[src/sfr_pkg.sv]
// Package for the stuffed frame receiver: shared types, codes and the CRC fold.
// Used by stuffed_frame_receiver_crc16; depends on nothing.
package sfr_pkg;

    localparam int MAX_FRAME = 64;
    localparam int CNT_W     = $clog2(MAX_FRAME + 1);
    localparam int IDX_W     = 6;
    localparam int RAW_W     = 7;
    localparam logic [RAW_W-1:0] RAW_SAT   = {RAW_W{1'b1}};
    localparam logic [RAW_W-1:0] RAW_MIN   = RAW_W'(4);
    localparam logic [15:0]      CRC_INIT  = 16'hFFFF;
    localparam logic [15:0]      CRC_POLY  = 16'h1021;
    localparam int               CFG_IDX_W = 3;

    typedef enum logic [CFG_IDX_W-1:0] {
        CFG_START_CHAR  = 3'd0,
        CFG_ESCAPE_CHAR = 3'd1,
        CFG_XOR_CHAR    = 3'd2,
        CFG_LEN_MASK    = 3'd3,
        CFG_ADDR_MASK   = 3'd4
    } t_cfg_index;

    typedef enum logic [2:0] {
        ST_OK       = 3'd0,
        ST_SHORT    = 3'd1,
        ST_NO_START = 3'd2,
        ST_LEN      = 3'd3,
        ST_CRC      = 3'd4
    } t_status;

    typedef enum logic {
        KIND_BYTE   = 1'b0,
        KIND_STATUS = 1'b1
    } t_kind;

    typedef struct packed {
        t_kind             kind;
        logic [7:0]        byte_value;
        logic [IDX_W-1:0]  byte_index;
        t_status           status;
        logic [7:0]        module_addr;
        logic [7:0]        command;
        logic [IDX_W-1:0]  payload_len;
        logic              last;
    } t_result;

    // Fold one byte into CRC-16/CCITT-FALSE, MSB first.
    function automatic logic [15:0] crc_fold(input logic [15:0] crc, input logic [7:0] b);
        logic [15:0] c;
        c = crc ^ {b, 8'h00};
        for (int k = 0; k < 8; k++) begin
            if (c[15]) begin
                c = {c[14:0], 1'b0} ^ CRC_POLY;
            end else begin
                c = {c[14:0], 1'b0};
            end
        end
        return c;
    endfunction

endpackage

[src/stuffed_frame_receiver_crc16.sv]
// Top level of the byte-stuffed frame receiver with CRC-16 check.
// Depends on sfr_pkg for types, codes and the CRC fold.
//
// Usage:
//   Input channel (i_in_valid / o_in_ready) carries one raw received byte per
//   request, with i_end_of_chunk high on the last byte of a chunk. The first
//   byte of a chunk must be the start character; escape bytes are dropped and
//   make the next byte be XORed with the xor character.
//   Output channel (o_out_valid / i_out_ready) carries results: a byte item
//   (o_kind 0) per destuffed byte within MAX_FRAME, a status item (o_kind 1) at chunk end.
//   o_last marks the final result caused by one input request.
//   Results are registered; the first appears in the cycle after acceptance.
//   Throughput: one input byte per cycle while the port drains; a byte that
//   yields both a byte item and a status item blocks input until its status item reaches the port.
//   A two-entry result holder feeds the port: a byte is taken only when no
//   second result is queued and the port is empty or drains in that cycle.
//   When the receiver stalls, results hold and input requests back up.
//   Reset (i_rst_n low, synchronous) restores register defaults, clears the
//   frame state and drops any queued result.
//   Configuration writes (i_cfg_wr_en) take effect at once; write only while
//   idle. Indexes beyond the register list are ignored.
module stuffed_frame_receiver_crc16 (
    input  logic                          i_clk,
    input  logic                          i_rst_n,
    // configuration
    input  logic                          i_cfg_wr_en,
    input  logic [sfr_pkg::CFG_IDX_W-1:0] i_cfg_index,
    input  logic [7:0]                    i_cfg_data,
    // input channel
    input  logic                          i_in_valid,
    output logic                          o_in_ready,
    input  logic [7:0]                    i_rx_byte,
    input  logic                          i_end_of_chunk,
    // output channel
    output logic                          o_out_valid,
    input  logic                          i_out_ready,
    output logic                          o_kind,
    output logic [7:0]                    o_byte_value,
    output logic [sfr_pkg::IDX_W-1:0]     o_byte_index,
    output logic [2:0]                    o_status,
    output logic [7:0]                    o_module_addr,
    output logic [7:0]                    o_command,
    output logic [sfr_pkg::IDX_W-1:0]     o_payload_len,
    output logic                          o_last
);

    // configuration registers
    logic [7:0] r_start_char, r_escape_char, r_xor_char, r_len_mask, r_addr_mask;

    // frame state
    logic [sfr_pkg::RAW_W-1:0] r_raw, n_raw;
    logic                      r_start, n_start;
    logic                      r_esc, n_esc;
    logic [sfr_pkg::CNT_W-1:0] r_cnt, n_cnt;
    logic                      r_ovf, n_ovf;
    logic [15:0]               r_crc, n_crc;
    logic [7:0]                r_hdr, n_hdr;
    logic [7:0]                r_cmd, n_cmd;

    // frame state after this byte, before the end-of-chunk clear
    logic [sfr_pkg::RAW_W-1:0] s_raw;
    logic                      s_start, s_esc, s_ovf;
    logic [sfr_pkg::CNT_W-1:0] s_cnt;
    logic [15:0]               s_crc;
    logic [7:0]                s_hdr, s_cmd;

    // result holder: slot 0 drives the port, slot 1 queues behind it
    logic                      r_out_valid, r_pend_valid;
    sfr_pkg::t_result          r_out, r_pend;

    logic                      in_accept, out_take;
    logic                      byte_item;
    logic [7:0]                dvalue;
    logic [9:0]                want_len;
    sfr_pkg::t_status          st;
    sfr_pkg::t_result          byte_res, stat_res;

    // Accept a new byte when nothing is queued and slot 0 is empty or draining.
    assign out_take   = r_out_valid && i_out_ready;
    assign o_in_ready = !r_pend_valid && (!r_out_valid || i_out_ready);
    assign in_accept  = i_in_valid && o_in_ready;

    always_comb begin
        s_raw     = r_raw;
        s_start   = r_start;
        s_esc     = r_esc;
        s_cnt     = r_cnt;
        s_ovf     = r_ovf;
        s_crc     = r_crc;
        s_hdr     = r_hdr;
        s_cmd     = r_cmd;
        byte_item = 1'b0;
        dvalue    = i_rx_byte ^ (r_esc ? r_xor_char : 8'h00);

        if (r_raw == '0) begin
            s_start = (i_rx_byte == r_start_char);
        end else if (r_start) begin
            if (i_rx_byte == r_escape_char) begin
                s_esc = 1'b1;
            end else begin
                s_esc = 1'b0;
                // drop bytes past the frame limit and flag the overflow
                if (r_cnt >= sfr_pkg::CNT_W'(sfr_pkg::MAX_FRAME)) begin
                    s_ovf = 1'b1;
                end else begin
                    byte_item = 1'b1;
                    if (r_cnt == sfr_pkg::CNT_W'(0)) s_hdr = dvalue;
                    if (r_cnt == sfr_pkg::CNT_W'(1)) s_cmd = dvalue;
                    s_crc = sfr_pkg::crc_fold(r_crc, dvalue);
                    s_cnt = r_cnt + sfr_pkg::CNT_W'(1);
                end
            end
        end
        if (r_raw != sfr_pkg::RAW_SAT) begin
            s_raw = r_raw + sfr_pkg::RAW_W'(1);
        end
    end

    // status checks, in priority order
    always_comb begin
        want_len = {1'b0, (s_hdr & r_len_mask), 1'b0} + 10'd4;
        priority if (s_raw < sfr_pkg::RAW_MIN) begin
            st = sfr_pkg::ST_SHORT;
        end else if (!s_start) begin
            st = sfr_pkg::ST_NO_START;
        end else if (s_ovf || (want_len != 10'(s_cnt))) begin
            st = sfr_pkg::ST_LEN;
        end else if (s_crc != 16'h0000) begin
            st = sfr_pkg::ST_CRC;
        end else begin
            st = sfr_pkg::ST_OK;
        end
    end

    always_comb begin
        byte_res             = '0;
        byte_res.kind        = sfr_pkg::KIND_BYTE;
        byte_res.byte_value  = dvalue;
        byte_res.byte_index  = r_cnt[sfr_pkg::IDX_W-1:0];
        byte_res.status      = sfr_pkg::ST_OK;
        byte_res.last        = !i_end_of_chunk;

        stat_res             = '0;
        stat_res.kind        = sfr_pkg::KIND_STATUS;
        stat_res.status      = st;
        stat_res.last        = 1'b1;
        if (st == sfr_pkg::ST_OK || st == sfr_pkg::ST_CRC) begin
            stat_res.module_addr = s_hdr & r_addr_mask;
            stat_res.command     = s_cmd;
            stat_res.payload_len = s_cnt[sfr_pkg::IDX_W-1:0] - sfr_pkg::IDX_W'(4);
        end
    end

    // clear the frame at chunk end
    always_comb begin
        if (i_end_of_chunk) begin
            n_raw   = '0;
            n_start = 1'b0;
            n_esc   = 1'b0;
            n_cnt   = '0;
            n_ovf   = 1'b0;
            n_crc   = sfr_pkg::CRC_INIT;
            n_hdr   = 8'h00;
            n_cmd   = 8'h00;
        end else begin
            n_raw   = s_raw;
            n_start = s_start;
            n_esc   = s_esc;
            n_cnt   = s_cnt;
            n_ovf   = s_ovf;
            n_crc   = s_crc;
            n_hdr   = s_hdr;
            n_cmd   = s_cmd;
        end
    end

    // configuration registers
    always_ff @(posedge i_clk) begin
        if (!i_rst_n) begin
            r_start_char  <= 8'd126;
            r_escape_char <= 8'd125;
            r_xor_char    <= 8'd32;
            r_len_mask    <= 8'd15;
            r_addr_mask   <= 8'd240;
        end else if (i_cfg_wr_en) begin
            unique case (i_cfg_index)
                sfr_pkg::CFG_START_CHAR:  r_start_char  <= i_cfg_data;
                sfr_pkg::CFG_ESCAPE_CHAR: r_escape_char <= i_cfg_data;
                sfr_pkg::CFG_XOR_CHAR:    r_xor_char    <= i_cfg_data;
                sfr_pkg::CFG_LEN_MASK:    r_len_mask    <= i_cfg_data;
                sfr_pkg::CFG_ADDR_MASK:   r_addr_mask   <= i_cfg_data;
                default: ;
            endcase
        end
    end

    // frame state
    always_ff @(posedge i_clk) begin
        if (!i_rst_n) begin
            r_raw   <= '0;
            r_start <= 1'b0;
            r_esc   <= 1'b0;
            r_cnt   <= '0;
            r_ovf   <= 1'b0;
            r_crc   <= sfr_pkg::CRC_INIT;
            r_hdr   <= 8'h00;
            r_cmd   <= 8'h00;
        end else if (in_accept) begin
            r_raw   <= n_raw;
            r_start <= n_start;
            r_esc   <= n_esc;
            r_cnt   <= n_cnt;
            r_ovf   <= n_ovf;
            r_crc   <= n_crc;
            r_hdr   <= n_hdr;
            r_cmd   <= n_cmd;
        end
    end

    // result holder control
    always_ff @(posedge i_clk) begin
        if (!i_rst_n) begin
            r_out_valid  <= 1'b0;
            r_pend_valid <= 1'b0;
        end else if (in_accept) begin
            r_out_valid  <= byte_item || i_end_of_chunk;
            r_pend_valid <= byte_item && i_end_of_chunk;
        end else if (out_take) begin
            // advance the queued result into slot 0
            r_out_valid  <= r_pend_valid;
            r_pend_valid <= 1'b0;
        end
    end

    // result holder payload
    always_ff @(posedge i_clk) begin
        if (in_accept) begin
            r_out  <= byte_item ? byte_res : stat_res;
            r_pend <= stat_res;
        end else if (out_take) begin
            r_out  <= r_pend;
        end
    end

    assign o_out_valid   = r_out_valid;
    assign o_kind        = r_out.kind;
    assign o_byte_value  = r_out.byte_value;
    assign o_byte_index  = r_out.byte_index;
    assign o_status      = r_out.status;
    assign o_module_addr = r_out.module_addr;
    assign o_command     = r_out.command;
    assign o_payload_len = r_out.payload_len;
    assign o_last        = r_out.last;

endmodule
[config.mk]
export PLATFORM = sky130hd
export DESIGN_NAME = stuffed_frame_receiver_crc16
export DESIGN_NICKNAME = d
export VERILOG_FILES = /design/src/sfr_pkg.sv /design/src/stuffed_frame_receiver_crc16.sv
export SDC_FILE = /design/constraint.sdc
export NUM_CORES = 1
export LEC_CHECK = 0
export CORE_MARGIN = 2
export CORE_UTILIZATION = 45
export CTS_CLUSTER_SIZE = 30
export DETAILED_ROUTE_END_ITERATION = 6
export DONT_BUFFER_PORTS = 1
export PLACE_DENSITY = 0.57
export RECOVER_POWER = 50
export SYNTH_ARGS = -nofsm -noshare
export SYNTH_HDL_FRONTEND = slang
export SYNTH_SLANG_ARGS = --single-unit
[constraint.sdc]
create_clock -name i_clk -period 5.37 [get_ports i_clk]
set_input_delay 1.074 -clock i_clk [delete_from_list [all_inputs] [get_ports i_clk]]
set_output_delay 1.074 -clock i_clk [all_outputs]
set_load 0.02 [all_outputs]
Word-level counts from Yosys, hierarchy flattened:

Index checks and enable logic that the tools add are counted.

* flip-flop bits (word level): 157
* input bits: 25
* output and inout port bits: 43

* reductions and logical operators: 24
* magnitude comparators: 2
* equality and inequality tests: 11
* $add $sub $neg: 4
* multiplexer cells: 88
* bitwise operators: 12

Operators with widths (number)
* two-way mux 16 bit: 33
* two-way mux 41 bit: 3
* two-way mux 13 bit: 8
* two-way mux 8 bit: 13
* two-way mux 7 bit: 7
* NOT 3 bit: 8
* two-way mux 22 bit: 1
* two-way mux 1 bit: 19
* bitwise AND 8 bit: 2
* == test 8 bit: 2
* nonzero test 16 bit: 1
* bitwise XOR 16 bit: 1
* adder 7 x 1 -> 7 bit (second input constant): 2
* zero test 7 bit: 2
* two-way mux 3 bit: 4
* adder 9 x 3 -> 10 bit (second input constant): 1
* inequality test 10 x 7 -> 1 bit: 1
* AND reduction 2 bit: 5
* bitwise XOR 8 bit: 1
* == test 7 x 1 -> 1 bit (second input constant): 1
* greater-or-equal comparator 7 bit (second input constant): 1
* < comparator 7 x 3 -> 1 bit (second input constant): 1
* inequality test 7 bit (second input constant): 1
* == test 3 x 2 -> 1 bit (second input constant): 2
* other kinds (10): 21

Longest topological paths before layout:

* depth in word-level cells: 61
* mapped depth: 18
* gate-level depth less buffers: 16

Worst setup path after synthesis:

Ideal clock, no wire load.

* kind: input to register
* start: input i_rx_byte[1]
* end: register r_out (netlist bit o_module_addr[1]), data pin
* arrival: 4081 ps
* setup time: 180 ps
* stages: 16
* setup slack: 1109 ps
* cells stage by stage: buf_2 > xnor2_1 > nand4_1 > o21a_1 > buf_2 > nand2_1 > o21ai_0 > and2_1 > ha_1 > xor2_1 > xnor2_1 > a211oi_2 > nor4b_4 > nand4_4 > buf_6 > o41ai_2

* longest elaborated chain between the ends: 50

Ends and longest elaborated chain
* start, declared: RTL line stuffed_frame_receiver_crc16.sv:32 `input logic [7:0] i_rx_byte,`
* bitwise XOR 8 bit: RTL line stuffed_frame_receiver_crc16.sv:93 `dvalue = i_rx_byte ^ (r_esc ? r_xor_char : 8'h00);`
* bitwise XOR 16 bit: RTL line sfr_pkg.sv:50 `c = crc ^ {b, 8'h00};`
* two-way mux 13 bit: RTL line sfr_pkg.sv:52 `if (c[15]) begin`
* two-way mux 16 bit: RTL line stuffed_frame_receiver_crc16.sv:103 `if (r_cnt >= sfr_pkg::CNT_W'(sfr_pkg::MAX_FRAME)) begin`
* two-way mux 16 bit: RTL line stuffed_frame_receiver_crc16.sv:98 `if (i_rx_byte == r_escape_char) begin`
* two-way mux 16 bit: RTL line stuffed_frame_receiver_crc16.sv:97 `end else if (r_start) begin`
* two-way mux 16 bit: RTL line stuffed_frame_receiver_crc16.sv:95 `if (r_raw == '0) begin`
* two-way mux 13 bit: RTL line sfr_pkg.sv:52
* (+34 left out)
* two-way mux 3 bit: RTL line stuffed_frame_receiver_crc16.sv:126 `end else if (s_ovf || (want_len != 10'(s_cnt))) begin`
* two-way mux 3 bit: RTL line stuffed_frame_receiver_crc16.sv:124 `end else if (!s_start) begin`
* two-way mux 3 bit: RTL line stuffed_frame_receiver_crc16.sv:122 `priority if (s_raw < sfr_pkg::RAW_MIN) begin`
* == test 3 bit or zero test 3 bit (tied branches): RTL line stuffed_frame_receiver_crc16.sv:147 `if (st == sfr_pkg::ST_OK || st == sfr_pkg::ST_CRC) begin`
* logical OR 1 bit: RTL line stuffed_frame_receiver_crc16.sv:147
* two-way mux 22 bit: RTL line stuffed_frame_receiver_crc16.sv:147
* two-way mux 41 bit (*): RTL line stuffed_frame_receiver_crc16.sv:238 `r_out <= byte_item ? byte_res : stat_res;`
* two-way mux 41 bit (*): RTL line stuffed_frame_receiver_crc16.sv:237 `if (in_accept) begin`
* end signal, assigned: RTL line stuffed_frame_receiver_crc16.sv:238
* end signal, assigned: RTL line stuffed_frame_receiver_crc16.sv:241 `r_out <= r_pend;`
* end, declared: RTL line stuffed_frame_receiver_crc16.sv:69 `sfr_pkg::t_result r_out, r_pend;`

Every way passes the cells marked *; elsewhere a longest branch is shown, timed or not. The select of a mux whose other input is x is not followed.
A chain may end at the register's enable or synchronous reset.

==> flow_summary_export.csv <==
group,metric,value,unit
power_and_ir_drop,power_density,323,nW/µm²
synthesis,yosys.cell_types.count,70,
floorplanning,coreArea,17400,µm²
sta,fin_setup_tns,0,ps
synthesis,yosys-top-cells-area,"edfxtp_1, dfxtp_1, nand2_1, xnor2_1, nor2_1",
synthesis,ys_ff_latch,157,
route,routed_wl,21100,µm
setup_path,critPathLaunchType,"input port",
setup_path,crit-reg2reg-launch,"r_raw[0]$_SDFFE_PN0P_",
sta,hold_viol,0,
synthesis,synth_seq_area_share,47.2,%
sta,post-route-min-period,4540,ps
sta,drv_slew,72,
placement,io_buffers,0,
placement,place_ws,383,ps
power_and_ir_drop,switching_share,22.8,%
sta,max_slew_margin,-8.65,%
grt,gr-total-overflow,0,
sta,rsz0062_at_grt,"no",
finish,diodes,0,
synthesis,synthArstFlopShare,0,%
power_and_ir_drop,power.share.sequential,46.3,%
route,vias,6358,
synthesis,synth-edff-count,66,
setup_path,r2r_cells,17,
route,vias_per_cell,5.88,
setup_path,r2r-end,"r_pend[14]$_DFFE_PP_",
synthesis,synth_top_area_share,24.6,%
grt,grt_max_degree,48,
status,violations,"capacitance limit, slew limit",
grt,met3_usage,4.39,%
power_and_ir_drop,p_int,2.21,mW
power_and_ir_drop,power,2.87,mW
synthesis,synth_common_cells,"nand2_1, dfxtp_1, nor2_1, edfxtp_1, a21oi_1",
hold_path,hold_start,"r_len_mask[7]$_SDFFE_PN0P_",
clock_tree,clk_pin_slew_worst_paths,60,ps
placement,globalplace.congestion,0.897,
clock_tree,post-cts-setup-buffers,0,
hold_path,hold_path_class,"register to register",
route,drc,0,
power_and_ir_drop,comb_power_share,5.8,%
hold_path,min_path_cells,2,
floorplanning,rows,48,
finish,fill_cells,1630,
sta,fin_crit_sh,84.5,%
grt,grt_use_met2,35.9,%
synthesis,syn_inst,865,
synthesis,syn_area,8060,µm²
clock_tree,ctsHtreeMaxLevel,4,
clock_tree,cts.sinks,157,
route,firstDrtPassIters,5,
synthesis,yosys_warnings,0,
sta,max_freq,220,MHz
floorplanning,die-area,19000,µm²
sta,worst_pin_slew,1630,ps
finish,syn_to_final_growth,10.0,%
power_and_ir_drop,p_leak,3.24,nW
clock_tree,cts_tree,"built",
clock_tree,root_buffer,"clkbuf_16",
sta,setup_viol,0,
route,routedWlPerCell,19.5,µm
power_and_ir_drop,clkPwrFrac,47.9,%
clock_tree,numCtsBuffers,17,
clock_tree,hold_buffers,0,
finish,layout-drive-gt1-share,9.81,%
synthesis,syn_nets,897,
sta,setup_ws,830,ps
status,status,"finished, violations left",
floorplanning,die_w,138,µm
floorplanning,die_h,138,µm
finish,fin_util,50.9,%
run,cap_violations,2,
grt,grt_usage,23.2,%
setup_path,reg2reg_setup_slack,900,ps
clock_tree,cts_buffer_depth,2,
power_and_ir_drop,p_switching,0.655,mW
setup_path,worstPathArrival,4720,ps
setup_path,cp-end-kind,"register",
setup_path,crit_type,"input port to register",
power_and_ir_drop,peakVddDrop,0.239,mV
synthesis,synth-main-ff-cell,"dfxtp_1",
synthesis,synth_top_area_cell,"edfxtp_1",
clock_tree,cts_resized,0,
grt,use_met1,32.2,%
grt,antenna_found_initial,0,
hold_path,hold_path_end,"r_len_mask[7]$_SDFFE_PN0P_",
synthesis,post-synth-top-count-cell,"nand2_1",
clock_tree,insertion_delay,430,ps
grt,grt_pass1_vias,5902,
placement,hpwlAfterDp,15200,µm
setup_path,cp.required,5550,ps
synthesis,syn_area_per_cell,9.32,µm²
grt,grt_pass1_wl,33100,µm
floorplanning,start_util,46.3,%
floorplanning,ioPinCount,68,
finish,fin_nets,876,
sta,finClkSkew,8.66,ps
grt,grt.busiest_layer,"met2",
route,ant_nets,0,
setup_path,path_max_fanout,22,
route,drtIter0Drc,468,
## state kept, by name (all words and copies together) (netlist names), 3 cells and up
signal         count
o_module_addr      8
r_addr_mask        8
r_cnt              7
o_byte_index       6
r_xor_char         8
r_len_mask         8
r_crc             16
r_pend            25
r_hdr              8
o_byte_value       8
r_raw              7
r_escape_char      8
o_payload_len      6
r_start_char       8
o_command          8
r_cmd              8
o_status           3
## placed cells by master (no fill, tap or decap), types with 7 or more instances in the layout
cell type	n
nand3_1	33
buf_4	10
ha_1	7
clkbuf_16	17
o211ai_1	23
dfxtp_1	91
and3_1	19
inv_1	23
o41ai_2	16
a22oi_1	10
xnor2_1	43
nand2_1	160
edfxtp_1	66
nor3_1	36
o31ai_1	9
a21oi_1	49
nor2_1	74
or2_2	8
a31oi_1	8
o21ai_0	24
xor2_1	17
## routing by layer
metal  vias up  share of wire, %
li1       3051                 -
met1      3093                47
met2       187                46
met3        27               4.8
met4         0               2.0
met5         -                 0
## area by class of cell
type	count	area, µm²	share of cell area, %
multi-input cells	631	3950	44.5
flip-flops and latches	157	3800	42.9
clock buffers	17	425	4.79
repair buffers	13	86.3	0.973
inverters	24	90.1	1.02
well taps	225	282	3.17
clock inverters	14	240	2.71
## critical path: stages
cell       delay (ps)
xnor2_1           120
nand4_1           340
o21a_1            420
nand2_1           220
o21ai_0           140
and2_1            190
ha_1              280
xor2_1            150
xnor2_1           150
a211oi_2          240
nor4b_4           300
nand4_4           350
buf_4             310
a2111oi_0         420
## worst max-delay path by stage
stage	from	to
2_1_floorplan	i_rx_byte[1]	o_module_addr[1]$_DFFE_PP_
3_3_place_gp	i_rx_byte[3]	r_pend[7]$_DFFE_PP_
3_5_place_dp	i_rx_byte[1]	r_pend[14]$_DFFE_PP_
4_1_cts	i_rx_byte[1]	r_pend[14]$_DFFE_PP_
5_1_grt	i_rx_byte[1]	r_pend[12]$_DFFE_PP_
6_report	i_rx_byte[5]	r_pend[14]$_DFFE_PP_
## per-stage QoR
step / hold slack, ps / area [µm²] / std cells
6_report: 458 / 8870 / 1081
2_1_floorplan: 431 / 8060 / 865
3_5_place_dp: 452 / 8220 / 1050
5_1_grt: 489 / 8870 / 1081
3_3_place_gp: 447 / 8220 / 1050
4_1_cts: 461 / 8880 / 1081
## logic make-up after synthesis
| logic type | count (synthesis) | share of synthesized area (%) |
|---|---|---|
| simple gates | 366 | 20.9 |
| compound gates | 181 | 17.0 |
| flops | 157 | 47.2 |
| buf+inv | 77 | 3.99 |
| xor+xnor | 68 | 8.77 |
| mux | 8 | 1.06 |
| fa+ha+maj | 7 | 1.09 |
| other cells | 1 | 0.0465 |
## power by group through the flow
stage | sequential, mW | combinational, mW | clock, mW
global route | 1.33 | 0.184 | 1.45
finish | 1.33 | 0.166 | 1.37
floorplan | 1.35 | 0.134 | 0
CTS | 1.33 | 0.167 | 1.39
detailed placement | 1.36 | 0.167 | 0
global placement | 1.36 | 0.163 | 0
No activity file was read; power rests on OpenSTA's default activity.
